## src/hw/rtl/ppi_pkg.sv

```systemverilog
// ppi_pkg: shared types and constants for the particle pool integrator
// no dependencies
package ppi_pkg;
   localparam int PoolSize = 64;
   localparam int SlotW = $clog2(PoolSize);
   localparam logic [15:0] StepReset = 16'd1092;
   localparam logic [31:0] OneQ16 = 32'h0001_0000;

   typedef enum logic [1:0] {
      REQ_SPAWN = 2'd0,
      REQ_TICK  = 2'd1,
      REQ_DUMP  = 2'd2,
      REQ_NONE  = 2'd3
   } req_code_type;

   typedef enum logic [3:0] {
      ST_IDLE, ST_SPAWN_RSP, ST_TICK_RD, ST_TICK_V, ST_TICK_P, ST_TICK_O1,
      ST_TICK_O2, ST_TICK_WR, ST_DUMP_RD, ST_DUMP_LOOK, ST_DUMP_RSP
   } state_type;

   typedef struct packed {
      logic             load_req;
      logic             spawn_wr;
      logic             rd;
      logic             vel_stage;
      logic             pos_stage;
      logic             op1_stage;
      logic             op2_stage;
      logic             tick_wr;
      logic             rsp_load;
      logic [SlotW-1:0] idx;
   } cmd_type;

   typedef struct packed {
      logic             free_found;
      logic [SlotW-1:0] free_slot;
      logic             live_cur;
      logic             any_live_after;
      logic [SlotW-1:0] sel_cur;
   } status_type;

   // add a signed rate*unsigned step product, floored shift by 16, saturate add
   function automatic logic signed [31:0] sat_add(logic signed [31:0] base,
                                                  logic signed [47:0] prod);
      logic signed [32:0] sh;
      logic signed [33:0] sum;
      begin
         sh  = 33'($signed(prod[47:16]));
         sum = 34'(base) + 34'(sh);
         if (sum > 34'sh0_7FFF_FFFF) sat_add = 32'sh7FFF_FFFF;
         else if (sum < -34'sh0_8000_0000) sat_add = 32'sh8000_0000;
         else sat_add = sum[31:0];
      end
   endfunction
endpackage

```

## src/hw/rtl/ppi_ctrl.sv

```systemverilog
// ppi_ctrl: sequencer for spawn, tick and dump items
// depends on ppi_pkg
module ppi_ctrl (
   input  logic                  clock,
   input  logic                  reset,
   input  logic                  req_valid,
   output logic                  req_ready,
   input  logic [1:0]            req_type,
   output logic                  rsp_valid,
   input  logic                  rsp_ready,
   input  ppi_pkg::status_type   sts,
   output ppi_pkg::cmd_type      cmd,
   output logic                  rsp_is_dump,
   output logic                  rsp_found
);
   import ppi_pkg::*;

   state_type state_ff, state_in;
   logic [SlotW-1:0] idx_ff, idx_in;
   logic found_ff, found_in;
   logic last_idx;

   assign last_idx = (idx_ff == SlotW'(PoolSize - 1));

   always_ff @(posedge clock) begin
      if (reset) begin
         state_ff <= ST_IDLE;
         idx_ff   <= '0;
         found_ff <= 1'b0;
      end else begin
         state_ff <= state_in;
         idx_ff   <= idx_in;
         found_ff <= found_in;
      end
   end

   always_comb begin
      state_in = state_ff;
      idx_in   = idx_ff;
      found_in = found_ff;
      unique case (state_ff)
         ST_IDLE: begin
            idx_in = '0;
            found_in = 1'b0;
            if (req_valid) begin
               unique case (req_code_type'(req_type))
                  REQ_SPAWN: state_in = ST_SPAWN_RSP;
                  REQ_TICK:  state_in = ST_TICK_RD;
                  REQ_DUMP:  state_in = ST_DUMP_RD;
                  default:   state_in = ST_IDLE;
               endcase
            end
         end
         ST_SPAWN_RSP: if (rsp_ready) state_in = ST_IDLE;
         ST_TICK_RD: state_in = sts.live_cur ? ST_TICK_V :
                                (last_idx ? ST_IDLE : ST_TICK_RD);
         ST_TICK_V:  state_in = ST_TICK_P;
         ST_TICK_P:  state_in = ST_TICK_O1;
         ST_TICK_O1: state_in = ST_TICK_O2;
         ST_TICK_O2: state_in = ST_TICK_WR;
         ST_TICK_WR: state_in = last_idx ? ST_IDLE : ST_TICK_RD;
         ST_DUMP_RD: state_in = ST_DUMP_LOOK;
         ST_DUMP_LOOK: state_in = ST_DUMP_RSP;
         ST_DUMP_RSP: if (rsp_ready) begin
            found_in = 1'b1;
            state_in = sts.any_live_after ? ST_DUMP_RD : ST_IDLE;
         end
         default: state_in = ST_IDLE;
      endcase
      // index moves on in tick after a dead slot or writeback
      if (state_ff == ST_TICK_RD && !sts.live_cur && !last_idx) idx_in = idx_ff + 1'b1;
      if (state_ff == ST_TICK_WR && !last_idx) idx_in = idx_ff + 1'b1;
      // dump resumes just past the slot it sent
      if (state_ff == ST_DUMP_RSP && rsp_ready && sts.any_live_after)
         idx_in = sts.sel_cur + 1'b1;
   end

   // dump walks only live slots: DUMP_RD jumps to next live at or after idx
   always_comb begin
      cmd = '0;
      cmd.idx = idx_ff;
      req_ready = 1'b0;
      rsp_valid = 1'b0;
      unique case (state_ff)
         ST_IDLE: begin
            req_ready = 1'b1;
            cmd.load_req = req_valid;
            cmd.spawn_wr = req_valid && (req_type == REQ_SPAWN);
         end
         ST_SPAWN_RSP: rsp_valid = 1'b1;
         ST_TICK_RD: cmd.rd = 1'b1;
         ST_TICK_V:  cmd.vel_stage = 1'b1;
         ST_TICK_P:  cmd.pos_stage = 1'b1;
         ST_TICK_O1: cmd.op1_stage = 1'b1;
         ST_TICK_O2: cmd.op2_stage = 1'b1;
         ST_TICK_WR: cmd.tick_wr = 1'b1;
         ST_DUMP_RD: cmd.rd = 1'b1;
         ST_DUMP_LOOK: cmd.rsp_load = 1'b1;
         ST_DUMP_RSP: rsp_valid = 1'b1;
         default: ;
      endcase
   end

   assign rsp_is_dump = (state_ff == ST_DUMP_RSP);
   assign rsp_found   = found_ff;
endmodule

```

## config.mk

```make
export PLATFORM = sky130hd
export DESIGN_NAME = ppi_ctrl
export DESIGN_NICKNAME = d
export VERILOG_FILES = /design/src/hw/rtl/ppi_pkg.sv /design/src/hw/rtl/ppi_ctrl.sv
export SDC_FILE = /design/constraint.sdc
export NUM_CORES = 1
export LEC_CHECK = 0
export ABC_CLOCK_PERIOD_IN_PS = 1490
export BUFFER_PORTS_ARGS = -buffer_cell sky130_fd_sc_hd__buf_2
export CAP_MARGIN = 25
export CORE_UTILIZATION = 42
export CTS_CLUSTER_SIZE = 24
export DETAILED_ROUTE_END_ITERATION = 7
export GPL_ROUTABILITY_DRIVEN = 0
export HOLD_SLACK_MARGIN = 0.05
export PLACE_DENSITY = 0.78
export SLEW_MARGIN = 0
export SYNTH_ARGS = -nofsm -noshare
export SYNTH_HDL_FRONTEND = slang
export SYNTH_SLANG_ARGS = --single-unit
```

## constraint.sdc

```tcl
create_clock -name clock -period 1.49 [get_ports clock]
set_input_delay 0.298 -clock clock [delete_from_list [all_inputs] [get_ports clock]]
set_output_delay 0.298 -clock clock [all_outputs]
set_load 0.005 [all_outputs]
```

* After elaboration in Yosys (flattened, before gate mapping)
Cells that the tools add are included.
** Storage, ports and cells
- Output and inout bits :: 19
- Flip-flop bits (word level) :: 11
** Cells by class
- $add $sub $neg :: 2
- Equal/unequal tests :: 16
- Reduce and logical (&&, ||, !) cells :: 16
- Mux-type cells :: 24
** Operators by type and width (count)
- $pmux W4 S11 :: 1
- $mux W6 :: 4
- $mux W4 :: 5
- $eq A4 B3 Y1 const B :: 4
- $add A6 B1 Y6 const B :: 2
- $eq A4 B4 Y1 const B :: 3
- $pmux W4 S3 :: 1
- $mux W1 :: 10
- $eq A4 B2 Y1 const B :: 2
- $eq A6 B6 Y1 const B :: 1
- $logic_and A1 B1 Y1 :: 6
- $ne A2 B2 Y1 const B :: 3
- $eq A4 B1 Y1 const B :: 1
- $logic_not A4 Y1 :: 1
- $mux W2 :: 2
- $reduce_bool A4 Y1 :: 1
- $reduce_or A2 Y1 :: 2
- $reduce_and A3 Y1 :: 1
- $eq A2 B1 Y1 const B :: 1
- $eq A2 B2 Y1 const B :: 1
- $logic_not A1 Y1 :: 2
- $logic_not A2 Y1 :: 1
- $pmux W1 S2 :: 1
- $reduce_and A2 Y1 :: 1
- $reduce_bool A2 Y1 :: 1

* Depth between registers and ports, before layout
- Word-level depth :: 6
- Mapped depth :: 6

* Least setup slack after synthesis
OpenSTA, ideal clock, no wires.
- Kind :: register to register
- From :: reg idx_ff[0]
- To :: reg idx_ff[0]
- Slack :: -54 ps
- Required time :: 1418 ps
- Period minus slack after synthesis :: 1544 ps
- Arrival :: 1472 ps
- Stages on the path, launching flop included :: 7
- Cell sequence :: dfxtp_1 -> ha_1 -> and3_1 -> a32oi_2 -> a21oi_1 -> mux2i_1 -> a21oi_1
** On the way
- Longest elaborated chain between the ends :: 6
** RTL lines
- start: declaration :: line ppi_ctrl.sv:19 : logic [SlotW-1:0] idx_ff, idx_in;
- start signal: assignment :: line ppi_ctrl.sv:32 : idx_ff <= idx_in;
- branches (longest 6 deep; another with $add A6 B1 Y6)
Several ways; the timed one is not identified.
A chain may end at the register's enable or synchronous reset.

==> results.cfg <==
[status]
status = complete, but fails checks
failed_checks = setup timing

[sta]
fin_ws_ps = -130
period_needed_ps = 1620
clock_skew_ps = 2.74
holdWs_ps = 321
rsz0062_at_grt = yes
relSlewSlack_pct = 81.7
slew_viol_final = 0
worstMarginPinSlew_ps = 275
fmax_ghz = 0.617
setup_viol = 13
hold_viol = 0
fin_crit_sh_pct = 109

[grt]
grtUsageMet2_pct = 52.3
grt_antenna_before_repair = 0
grt_overflow = 0
grtUsageMet1_pct = 27.8
grt_max_degree = 12
grt_pass1_wl_um = 4970
grt_pass1_vias = 1163
grt_busiest_layer = met2
grtUsageMet3_pct = 5.03
grtUsageTotal_pct = 27.5

[yosys]
synth_edf_count = 0
synth_area_um2 = 906
ys_async_sr_fraction_pct = 0
synth_area_leaders = dfxtp_1, a21oi_1, nand2_1, xor2_1, nor3_1
synth_top_area_cell = dfxtp_1
syn_avg_cell_area_um2 = 7.13
postSynthCellCount = 127
seq_area_frac_synth_pct = 24.3
yosys.area.top_type_share_pct = 24.3
ys_types = 35
synth_fp_nets = 150
yosys_warnings = 0
ys.flop_type = dfxtp_1
yosys_register_bits = 11

[min_path]
hold_start = sts[0]
hold_path.class = in -> reg

[power_and_ir_drop]
ir_drop_uv = 372
finalPower_uw = 818
cellPowerDensity_nw_per_um2 = 554
leakagePower_uw = 0.000676

[setup_path]
startpoint = state_ff[0]
r2r_setup_slack_ps = -60
timing.rr.start = state_ff[2]
crit_type = reg -> out
worstPathRequired_ps = 1190
cp-start-kind = register
cp.arrival_ps = 1320
endpoint_kind = primary output
crit_path_max_fanout = 5

[routing]
drc_errors = 0
ant_nets = 0
vias = 1199
firstDrtPassIters = 4
drtIter0Drc = 14
drt-vias-per-instance = 5.58
finalWirelength_um = 3140
wl_per_cell_um = 14.6

[clock_tree]
cts_tree = yes
cts.sinks = 11
cts_buffers = 3
root_buffer = clkbuf_4
clkTransAtPathRegs_ps = 70
clkLatencyLatePin_ps = 270
htree_levels = 1
cts_buffer_depth = 2

[floorplan]
die_area_um2 = 2350
start_util_pct = 45.3
die_h_um = 48.4
core_area_um2 = 2000
io_pins = 40
row_count = 16
die_width_um = 48.4

[final_layout]
final_layout_size_suffix_gt1_share_pct = 53.2
area_growth_pct = 63.0
n_fill_cell = 168
diodes = 0
fin_util_pct = 73.8
nets = 212
design_area_um2 = 1480

[placed_design]
io_buffers = 32
place_ws_ps = -54.2
dpl_cell_area_um2 = 1210
dp_hpwl_um = 1930

[run]
drv_cap = 0
logic make-up (layout without fill, tap and decap cells):
| logic type | count (synthesis) | after routing | share of synthesized area, % |
|---|---|---|---|
| multiplexers | 1 | 1 | 1.11 |
| AND/OR/NAND/NOR | 55 | 55 | 31.1 |
| AO/OA/AOI/OAI | 38 | 38 | 26.9 |
| buffers and inverters | 12 | 73 | 6.08 |
| flip-flops | 11 | 11 | 24.3 |
| adder cells (fa/ha/maj) | 2 | 2 | 2.76 |
| XOR/XNOR | 8 | 8 | 7.74 |
registers in the layout, summed over array words and instances, names as in the netlist:
signal,count
rsp_found,1
idx_ff,6
state_ff,4
metal layers:
metal	wire length (um)	vias to the layer above
li1	-	574
met4	57	0
met2	1670	49
met1	1270	568
met5	0	-
met3	140	8
what timing repair did:
item / in CTS / in global routing
buffers inserted: 7 / 6
hold buffers: 0 / 0
resized for setup: 25 / 14
pin swaps: 4 / 6
setup endpoints to repair: 19 / 20
worst paths after layout:
| kind | end | cells past startpoint |
|---|---|---|
| worst max register to register | idx_ff[5] | 5 |
| worst max-delay path | cmd[13] | 5 |
| worst min register to register | rsp_found | 2 |
| worst min-delay path | idx_ff[0] | 3 |
power breakdown:
group	switching [uW]	internal [uW]	leakage [uW]	total, uW
registers	15.0	298	0.0000924	313
clock network	103	104	0.0000150	207
logic	149	149	0.000569	298
worst max-delay path, stage by stage (launching register included):
cell and delay (ps):
dfxtp_4 370, nor2_4 170, nand2_2 80, nor3_2 180, and2_1 140, buf_2 100
stage by stage:
| stage | TNS, ps | std cells |
|---|---|---|
| 6_report | -710 | 215 |
| 5_1_grt | -1640 | 215 |
| 4_1_cts | -259 | 209 |
| 3_5_place_dp | -299 | 198 |
| 3_3_place_gp | -247 | 198 |
| 2_1_floorplan | 0 | 127 |
layout by cell type, fill, tap and decap left out, types with 3 or more instances in the layout:
cell | netlist | routed
a21oi_1 | 14 | 10
a21oi_2 | 3 | 7
a22oi_1 | 3 | 3
a31oi_1 | 3 | 3
and3_1 | 5 | 3
buf_2 | 2 | 32
buf_4 | 0 | 26
buf_6 | 1 | 5
clkbuf_4 | 0 | 3
dfxtp_1 | 11 | 6
dfxtp_4 | 0 | 4
inv_1 | 5 | 5
nand2_1 | 14 | 11
nand2_2 | 0 | 3
nand3_1 | 5 | 5
nor2_1 | 9 | 6
nor3_2 | 0 | 5
nor3b_1 | 3 | 3
o21a_1 | 3 | 3
o21ai_0 | 6 | 4
o21ai_1 | 1 | 3
xnor2_1 | 3 | 3
xor2_1 | 5 | 5
synthesized netlist by cell type (3+ instances only):
library cell   n
a21oi_1       14
a21oi_2        3
a22oi_1        3
a31oi_1        3
and3_1         5
clkbuf_1       3
dfxtp_1       11
inv_1          5
nand2_1       14
nand2b_1       4
nand3_1        5
nor2_1         9
nor3_1         7
nor3b_1        3
o21a_1         3
o21ai_0        6
xnor2_1        3
xor2_1         5
final cells by class:
class | instances | area, um2 | area share (%)
inverters | 6 | 25.0 | 1.69
multi-input cells | 104 | 743 | 50.3
clock buffers | 4 | 26.3 | 1.78
flip-flops and latches | 11 | 236 | 16.0
repair buffers | 63 | 412 | 27.9
well taps | 27 | 33.8 | 2.29
(Power assumes the default switching activity.)
